File: src/rtl/teq_pkg.sv
package teq_pkg;

    // Queue geometry and field widths
    localparam int DEPTH      = 16;
    localparam int EVENT_BITS = 8;
    localparam int TIME_BITS  = 32;
    localparam int CODE_BITS  = 8;
    localparam int DELAY_BITS = 16;
    localparam int CNT_BITS   = $clog2(DEPTH + 1);
    localparam int IDX_BITS   = $clog2(DEPTH);

    typedef logic [TIME_BITS-1:0]  t_time;
    typedef logic [EVENT_BITS-1:0] t_event;
    typedef logic [DELAY_BITS-1:0] t_delay;
    typedef logic [CNT_BITS-1:0]   t_count;

    typedef enum logic [1:0] {
        CMD_TICK    = 2'd0,
        CMD_ENQUEUE = 2'd1,
        CMD_DEQUEUE = 2'd2,
        CMD_CLEAR   = 2'd3
    } t_cmd;

    typedef struct packed {
        t_cmd                 cmd;
        logic [CODE_BITS-1:0] event_code;
        t_delay               delay_ms;
    } t_in_item;

    typedef struct packed {
        logic                 event_valid;
        logic [CODE_BITS-1:0] event_out;
        logic [4:0]           pending_count;
        logic                 dropped;
    } t_out_item;

    typedef enum logic [1:0] {
        S_IDLE,
        S_SCAN,
        S_RESULT
    } t_state;

    // Controller to datapath
    typedef struct packed {
        logic start;
        logic step;
        logic remove;
        logic load_out;
    } t_dp_ctrl;

    // Datapath to controller
    typedef struct packed {
        logic in_dequeue;
        logic scan_end;
        logic hit;
        logic out_free;
    } t_dp_stat;

endpackage

File: src/rtl/teq_if.sv
interface teq_in_if;
    logic               valid;
    logic               ready;
    teq_pkg::t_in_item  data;

    modport source (output valid, output data, input ready);
    modport sink   (input valid, input data, output ready);
endinterface

interface teq_out_if;
    logic               valid;
    logic               ready;
    teq_pkg::t_out_item data;

    modport source (output valid, output data, input ready);
    modport sink   (input valid, input data, output ready);
endinterface

File: src/rtl/teq_ctrl.sv
module teq_ctrl (
    input  logic              i_clk,
    input  logic              i_rst_n,
    input  logic              i_in_valid,
    output logic              o_in_ready,
    input  teq_pkg::t_dp_stat i_stat,
    output teq_pkg::t_dp_ctrl o_ctrl
);

    teq_pkg::t_state r_state;
    teq_pkg::t_state n_state;

    // State register
    always_ff @(posedge i_clk) begin
        if (!i_rst_n) begin
            r_state <= teq_pkg::S_IDLE;
        end else begin
            r_state <= n_state;
        end
    end

    // Sequence one transaction: accept, scan if dequeue, then post result
    always_comb begin
        n_state    = r_state;
        o_in_ready = 1'b0;
        o_ctrl     = '0;
        unique case (r_state)
            teq_pkg::S_IDLE: begin
                o_in_ready = 1'b1;
                if (i_in_valid) begin
                    o_ctrl.start = 1'b1;
                    n_state = i_stat.in_dequeue ? teq_pkg::S_SCAN : teq_pkg::S_RESULT;
                end
            end
            teq_pkg::S_SCAN: begin
                if (i_stat.scan_end) begin
                    n_state = teq_pkg::S_RESULT;
                end else if (i_stat.hit) begin
                    o_ctrl.remove = 1'b1;
                    n_state = teq_pkg::S_RESULT;
                end else begin
                    o_ctrl.step = 1'b1;
                end
            end
            teq_pkg::S_RESULT: begin
                if (i_stat.out_free) begin
                    o_ctrl.load_out = 1'b1;
                    n_state = teq_pkg::S_IDLE;
                end
            end
            default: begin
                n_state = teq_pkg::S_IDLE;
            end
        endcase
    end

endmodule

File: src/rtl/teq_dp.sv
module teq_dp (
    input  logic               i_clk,
    input  logic               i_rst_n,
    input  teq_pkg::t_in_item  i_item,
    input  teq_pkg::t_dp_ctrl  i_ctrl,
    output teq_pkg::t_dp_stat  o_stat,
    input  logic               i_out_ready,
    output logic               o_out_valid,
    output teq_pkg::t_out_item o_out_item
);

    // Slot storage, slot 0 oldest
    teq_pkg::t_event r_slot_event [teq_pkg::DEPTH];
    teq_pkg::t_delay r_slot_delay [teq_pkg::DEPTH];
    teq_pkg::t_time  r_slot_stamp [teq_pkg::DEPTH];

    teq_pkg::t_time  r_now;
    teq_pkg::t_count r_count;
    teq_pkg::t_count r_idx;
    logic            r_out_valid;

    teq_pkg::t_event    r_evt;
    logic               r_found;
    logic               r_drop;
    teq_pkg::t_out_item r_out_item;

    logic                         w_full;
    logic [teq_pkg::IDX_BITS-1:0] w_rd_idx;
    logic [teq_pkg::IDX_BITS-1:0] w_wr_idx;
    teq_pkg::t_time               w_elapsed;
    logic                         w_hit;
    logic                         w_enq_ok;

    assign w_full    = r_count >= teq_pkg::t_count'(teq_pkg::DEPTH);
    assign w_rd_idx  = r_idx[teq_pkg::IDX_BITS-1:0];
    assign w_wr_idx  = r_count[teq_pkg::IDX_BITS-1:0];
    assign w_enq_ok  = (i_item.cmd == teq_pkg::CMD_ENQUEUE) && !w_full;

    // Expiry test on the slot under the scan pointer
    assign w_elapsed = r_now - r_slot_stamp[w_rd_idx];
    assign w_hit     = w_elapsed >= teq_pkg::t_time'(r_slot_delay[w_rd_idx]);

    assign o_stat.in_dequeue = i_item.cmd == teq_pkg::CMD_DEQUEUE;
    assign o_stat.scan_end   = r_idx >= r_count;
    assign o_stat.hit        = w_hit;
    assign o_stat.out_free   = !r_out_valid || i_out_ready;

    assign o_out_valid = r_out_valid;
    assign o_out_item  = r_out_item;

    // Clock, occupancy, scan pointer and output valid
    always_ff @(posedge i_clk) begin
        if (!i_rst_n) begin
            r_now       <= '0;
            r_count     <= '0;
            r_idx       <= '0;
            r_out_valid <= 1'b0;
        end else begin
            if (i_ctrl.start) begin
                r_idx <= '0;
                case (i_item.cmd)
                    teq_pkg::CMD_TICK:    r_now <= r_now + teq_pkg::t_time'(1);
                    teq_pkg::CMD_ENQUEUE: begin
                        if (!w_full) begin
                            r_count <= r_count + teq_pkg::t_count'(1);
                        end
                    end
                    teq_pkg::CMD_CLEAR:   r_count <= '0;
                    default: ;
                endcase
            end
            if (i_ctrl.step) begin
                r_idx <= r_idx + teq_pkg::t_count'(1);
            end
            if (i_ctrl.remove) begin
                r_count <= r_count - teq_pkg::t_count'(1);
            end
            if (i_ctrl.load_out) begin
                r_out_valid <= 1'b1;
            end else if (i_out_ready) begin
                r_out_valid <= 1'b0;
            end
        end
    end

    // Slot writes, close-up on removal, result capture
    always_ff @(posedge i_clk) begin
        if (i_ctrl.start) begin
            r_evt   <= '0;
            r_found <= 1'b0;
            r_drop  <= (i_item.cmd == teq_pkg::CMD_ENQUEUE) && w_full;
            if (w_enq_ok) begin
                r_slot_event[w_wr_idx] <= i_item.event_code[teq_pkg::EVENT_BITS-1:0];
                r_slot_delay[w_wr_idx] <= i_item.delay_ms;
                r_slot_stamp[w_wr_idx] <= r_now;
            end
        end
        if (i_ctrl.remove) begin
            r_found <= 1'b1;
            r_evt   <= r_slot_event[w_rd_idx];
            for (int j = 0; j < teq_pkg::DEPTH - 1; j++) begin
                if (teq_pkg::t_count'(j) >= r_idx) begin
                    r_slot_event[j] <= r_slot_event[j+1];
                    r_slot_delay[j] <= r_slot_delay[j+1];
                    r_slot_stamp[j] <= r_slot_stamp[j+1];
                end
            end
        end
        if (i_ctrl.load_out) begin
            r_out_item.event_valid   <= r_found;
            r_out_item.event_out     <= teq_pkg::CODE_BITS'(r_evt);
            r_out_item.pending_count <= 5'(r_count);
            r_out_item.dropped       <= r_drop;
        end
    end

    a_count_bound: assert property (@(posedge i_clk) disable iff (!i_rst_n)
        r_count <= teq_pkg::t_count'(teq_pkg::DEPTH))
        else $error("occupancy above depth");

    a_remove_dec: assert property (@(posedge i_clk) disable iff (!i_rst_n)
        i_ctrl.remove |=> r_count == $past(r_count) - teq_pkg::t_count'(1))
        else $error("removal did not shrink the queue");

    a_remove_legal: assert property (@(posedge i_clk) disable iff (!i_rst_n)
        i_ctrl.remove |-> (!o_stat.scan_end && w_hit))
        else $error("removal of a slot that is not due or not valid");

    a_drop_full: assert property (@(posedge i_clk) disable iff (!i_rst_n)
        (r_out_valid && r_out_item.dropped) |->
            r_out_item.pending_count == 5'(teq_pkg::DEPTH))
        else $error("drop flagged on a queue that was not full");

endmodule

File: src/rtl/timed_event_queue.sv
// A tick, enqueue or clear is accepted in the idle state and its result is loaded into
// the output register from the result state once the output is free. A dequeue first
// scans up to 16 valid slots from slot 0 until it finds a due entry or none is left.
// A new transaction is accepted only after the last result is loaded; the scan tests
// one slot per cycle through a single subtract and compare.
// Reset (synchronous, active low) empties the queue, zeroes the millisecond clock and
// drops any result not yet taken; slot contents are not cleared.
module timed_event_queue (
    input  logic      i_clk,
    input  logic      i_rst_n,
    teq_in_if.sink    i_in,
    teq_out_if.source o_out
);

    teq_pkg::t_dp_ctrl w_ctrl;
    teq_pkg::t_dp_stat w_stat;
    logic              w_in_ready;
    logic              w_out_valid;
    teq_pkg::t_out_item w_out_item;

    assign i_in.ready  = w_in_ready;
    assign o_out.valid = w_out_valid;
    assign o_out.data  = w_out_item;

    teq_ctrl u_ctrl (
        .i_clk      (i_clk),
        .i_rst_n    (i_rst_n),
        .i_in_valid (i_in.valid),
        .o_in_ready (w_in_ready),
        .i_stat     (w_stat),
        .o_ctrl     (w_ctrl)
    );

    teq_dp u_dp (
        .i_clk       (i_clk),
        .i_rst_n     (i_rst_n),
        .i_item      (i_in.data),
        .i_ctrl      (w_ctrl),
        .o_stat      (w_stat),
        .i_out_ready (o_out.ready),
        .o_out_valid (w_out_valid),
        .o_out_item  (w_out_item)
    );

endmodule
File: src/flat_wrapper.sv
// flat-port wrapper written by rule: the top's interface ports become plain ports
module timed_event_queue_flat 
  (i_clk, i_rst_n, i_in_valid, i_in_data, i_in_ready, o_out_valid, o_out_data, o_out_ready);
  teq_in_if i_in_i ();
  teq_out_if o_out_i ();
  input  logic i_clk;
  input  logic i_rst_n;
  input wire logic [$bits(i_in_i.valid)-1:0] i_in_valid;
  input wire logic [$bits(i_in_i.data)-1:0] i_in_data;
  output wire logic [$bits(i_in_i.ready)-1:0] i_in_ready;
  output wire logic [$bits(o_out_i.valid)-1:0] o_out_valid;
  output wire logic [$bits(o_out_i.data)-1:0] o_out_data;
  input wire logic [$bits(o_out_i.ready)-1:0] o_out_ready;
  assign i_in_i.valid = i_in_valid;
  assign i_in_i.data = i_in_data;
  assign i_in_ready = i_in_i.ready;
  assign o_out_valid = o_out_i.valid;
  assign o_out_data = o_out_i.data;
  assign o_out_i.ready = o_out_ready;
  timed_event_queue u_core (.i_clk(i_clk), .i_rst_n(i_rst_n), .i_in(i_in_i), .o_out(o_out_i));
endmodule
File: config.mk
export PLATFORM = sky130hd
export DESIGN_NAME = timed_event_queue_flat
export DESIGN_NICKNAME = d
export VERILOG_FILES = /design/src/rtl/teq_pkg.sv /design/src/rtl/teq_if.sv /design/src/rtl/teq_ctrl.sv /design/src/rtl/teq_dp.sv /design/src/rtl/timed_event_queue.sv /design/src/flat_wrapper.sv
export SDC_FILE = /design/constraint.sdc
export NUM_CORES = 1
export LEC_CHECK = 0
export BUFFER_PORTS_ARGS = -buffer_cell sky130_fd_sc_hd__buf_2
export CELL_PAD_IN_SITES_DETAIL_PLACEMENT = 1
export CELL_PAD_IN_SITES_GLOBAL_PLACEMENT = 1
export CORE_MARGIN = 2
export CORE_UTILIZATION = 34
export CTS_CLUSTER_SIZE = 25
export DETAILED_ROUTE_END_ITERATION = 10
export GPL_TIMING_DRIVEN = 0
export HOLD_SLACK_MARGIN = 0.05
export MAX_ROUTING_LAYER = met4
export PLACE_DENSITY = 0.58
export SETUP_SLACK_MARGIN = 0.5
export SYNTH_ARGS = -nofsm -noshare
export SYNTH_HDL_FRONTEND = slang
export SYNTH_SLANG_ARGS = --single-unit
File: constraint.sdc
create_clock -name i_clk -period 13 [get_ports i_clk]
set_clock_uncertainty 0.15 [all_clocks]
set_input_delay 0.65 -clock i_clk [delete_from_list [all_inputs] [get_ports i_clk]]
set_output_delay 0.65 -clock i_clk [all_outputs]
set_load 0.01 [all_outputs]
==> summary.md <==
| Metric | Value |
|---|---|
| Via Count | `29474` |
| GRT Total Usage | `22.2%` |
| Post-DP HPWL | `113 mm` |
| Total die area | `149000 um^2` |
| Fraction of final layout cells sized beyond drive strength 1 | `42.8%` |
| IO buf count | `45` |
| RSZ-0062 raised after global routing | `false` |
| VDD IR max | `0.0975 mV` |
| Most frequent CP cell | `buf_1` |
| Max Clk Rate | `91.5 MHz` |
| # IOs | `47` |
| Startpoint types | `flop` |
| Cell count after synthesis | `3004` |
| First-pass GRT wire length | `233 mm` |
| Worst-path clk slew | `0.06 ns` |
| Comb pwr share | `2.5%` |
| Flops & latches, synth | `970` |
| Worst slack at placement | `2.13 ns` |
| Worst slew pin tran | `1.43 ns` |
| Antenna violations before repair | `7` |
| Slew margin rel. | `4.91%` |
| Worst hold-check path type | `in2reg` |
| CTS Sinks | `970` |
| CTS tree | `done` |
| Setup TNS Final | `0 ns` |
| Latest clock arrival within the worst-skew pair | `0.75 ns` |
| Final Net Count | `3301` |
| P_int | `0.00532 W` |
| WL final | `162 mm` |
| Syn nets | `3097` |
| Crit Path Max Fanout | `31` |
| Worst Path Buf+Inv | `7` |
| Kind of end point of the critical path | `flop` |
| Sequential share of power | `50.6%` |
| Final hold vios | `0` |
| Status | `completed` |
| Post-synth design cell area | `49800 um^2` |
| First DRT Iteration DRCs | `2569` |
| CP delay by family, top | `buffers and inverters` |
| Die Span X | `387 um` |
| GR Overflow Total | `0` |
| Max Slew Vio Count | `0` |
| Vias in the first global route | `32045` |
| Cell Rows | `140` |
| # DRC | `0` |
| CP Data Required Time | `13.28 ns` |
| DRT Pass-1 Iters | `5` |
| Syn avg cell area | `16.6 um^2` |
| Core area | `146000 um^2` |
| Utilization after layout | `39.1%` |
| Die height | `387 um` |
| Arrival time worst endpoint | `11.21 ns` |
| Tmin final | `10.93 ns` |
| Clock Tree Buf Depth | `3` |
| Final Cell Area | `56900 um^2` |
| Crit Path Class | `reg2reg` |
| Syn. warnings | `0` |
| Largest net degree at the start of global routing | `43` |
| Fin crit share | `84.1%` |
| Initial Util | `34.2%` |
| Setup-failing EPs final | `0` |
| Clock Power Share | `46.9%` |
| Sequential fraction of the synthesis area | `57.5%` |
| Placed Area | `53000 um^2` |
| Via/cell ratio | `5.65` |
| DR WL/cell | `31.0 um` |
| Area delta synth->final | `14.3%` |
| Post-synth top flop | `edfxtp_1` |
| Pleak | `18.7 nW` |
| Clock buffer count from CTS | `111` |
| Root Buffer | `clkbuf_16` |
| Routed Antenna Nets | `0` |
| Max-cap violations | `0` |
| PD cells | `118 nW/um^2` |
| Final setup margin | `2.07 ns` |
| Sw power | `0.00142 W` |
| EDFF count, synth | `920` |
| H-tree depth | `3` |
| CP peak stage delay | `1.07 ns` |
| Critical path's slowest cell | `buf_1` |
| Count of cell types in the netlist | `63` |
| Sw frac | `21.0%` |
| Asr flop ratio synth | `0%` |
| Global placement routability congestion | `0.882` |
[area by class of cell]
class                   count  area, um^2
diodes                      4        10.0
plain buffers             259        1140
clock buffers             144        2910
clock inverters            61         672
fillers                 14364       88700
inverters                  65         244
multi-input cells        1710       19900
flip-flops and latches    970       28600
well taps                1917        2400
repair buffers             91        1010
[worst reg2reg max path: stages, from the launching register on]
cell	delay, ns
dfxtp_1	0.33
clkbuf_1	0.72
buf_1	0.82
buf_1	1.07
mux4_2	0.69
inv_1	0.09
ha_1	0.29
nor2b_1	0.19
o2111ai_1	0.39
a2111oi_0	0.22
a211oi_1	0.63
xnor2_1	0.23
ha_1	0.35
o21ai_0	0.21
o22ai_1	0.11
a31oi_1	0.21
o2111ai_1	0.13
or3_1	0.40
nor4_1	0.24
or4b_1	0.51
nor4_4	0.64
nor4_1	0.20
buf_2	0.34
buf_1	0.54
a21o_4	0.57
buf_16	0.29
[worst paths after layout]
path | from | end | slack [ns] | depth (start not counted)
worst max-delay path | flop | u_core.u_dp.r_slot_stamp[1][20] | 2.07 | 25
worst min-delay path | o_out_ready | u_core.u_dp.o_out_valid | 0.1 | 3
worst min register to register | u_core.u_dp.r_evt[4] | u_core.u_dp.o_out_item[10] | 0.27 | 0
worst max register to register | flop | u_core.u_dp.r_slot_stamp[1][20] | 2.07 | 25
[per-stage QoR]
stage          hold WS, ns  cells  power, W
3_5_place_dp         0.256   4985   0.00364
3_3_place_gp         0.259   4966   0.00363
4_1_cts             0.0595   5214   0.00681
5_1_grt              0.101   5221   0.00693
6_report            0.0964   5221   0.00674
2_1_floorplan        0.250   3004   0.00358
[placed cells by master, fill, tap and decap left out, types with 19 or more instances in the layout]
master         instances
edfxtp_1             920
mux2_2               840
mux4_2               279
clkbuf_1             188
clkbuf_16            111
buf_2                 79
inv_1                 65
ha_1                  62
nand2_1               59
dfxtp_1               50
a21oi_1               48
buf_1                 47
o21ai_0               46
nor2_1                43
nand3_1               32
xnor2_1               29
and2_1                25
clkinv_1              24
dlygate4sd3_1         24
nand4_1               20
nor3_1                19
[timing repair]
action,4_1_cts,5_1_grt
hold buffers,24,0
buffers inserted,0,0
endpoints found under the setup margin,0,0
endpoints found under the hold margin,24,0
gates resized for setup,0,0
[sequential cells by signal (all words and copies together) (netlist names), named ones only]
signal,cells
u_core.u_dp.o_out_valid,1
u_core.u_dp.r_drop,1
u_core.u_dp.r_idx,5
u_core.u_dp.r_count,5
u_core.u_dp.r_evt,8
u_core.u_dp.r_now,32
u_core.u_dp.r_found,1
u_core.u_dp.r_slot_event,128
u_core.u_dp.r_slot_stamp,512
u_core.u_dp.r_slot_delay,256
u_core.u_dp.o_out_item,15
u_core.u_ctrl.r_state,2
[kinds of logic (layout without fill, tap and decap cells)]
group	Yosys count	count (layout)	share of synthesized area, %
muxes	1130	1130	31.9
DFF	970	970	57.5
buffers and inverters	324	620	2.76
and+or+nand+nor	285	285	3.04
AOI/OAI and AO/OA	189	189	2.46
adders and majority gates	63	63	1.60
xor gates and xnor gates	43	43	0.757
other	0	4	0
[synth_stat cells, drive strengths merged, types with 18 or more instances]
cell type  instances  area [um^2]
nand2             59          221
dfxtp             50         1000
clkbuf           159          597
buf              100          532
o21ai             46          230
a21o              25          188
inv               65          244
nor2              43          161
and3              18          113
nand4             20          125
nand3             32          160
a21oi             48          240
edfxtp           920        27600
ha                62          776
mux4             279         6280
nor3              20          100
and2              26          163
xnor2             29          254
mux2             843         9490
[layer usage]
metal | vias to the layer above | wire, um | global-route usage [%]
met2 | 835 | 78500 | 36.0
met5 | - | 0 | -
met4 | 0 | 5340 | 6.83
met1 | 15875 | 70000 | 28.8
met3 | 266 | 7860 | 3.17
li1 | 12498 | - | -
[power by group through the flow]
stage	sequential (W)	clock [W]	combinational [W]
4_1_cts	0.00341	0.00322	0.000172
5_1_grt	0.00341	0.00333	0.000186
3_3_place_gp	0.00348	0	0.000153
6_report	0.00341	0.00316	0.000170
3_5_place_dp	0.00348	0	0.000164
2_1_floorplan	0.00348	0	0.000106
No activity file was read; power rests on OpenSTA's default activity.
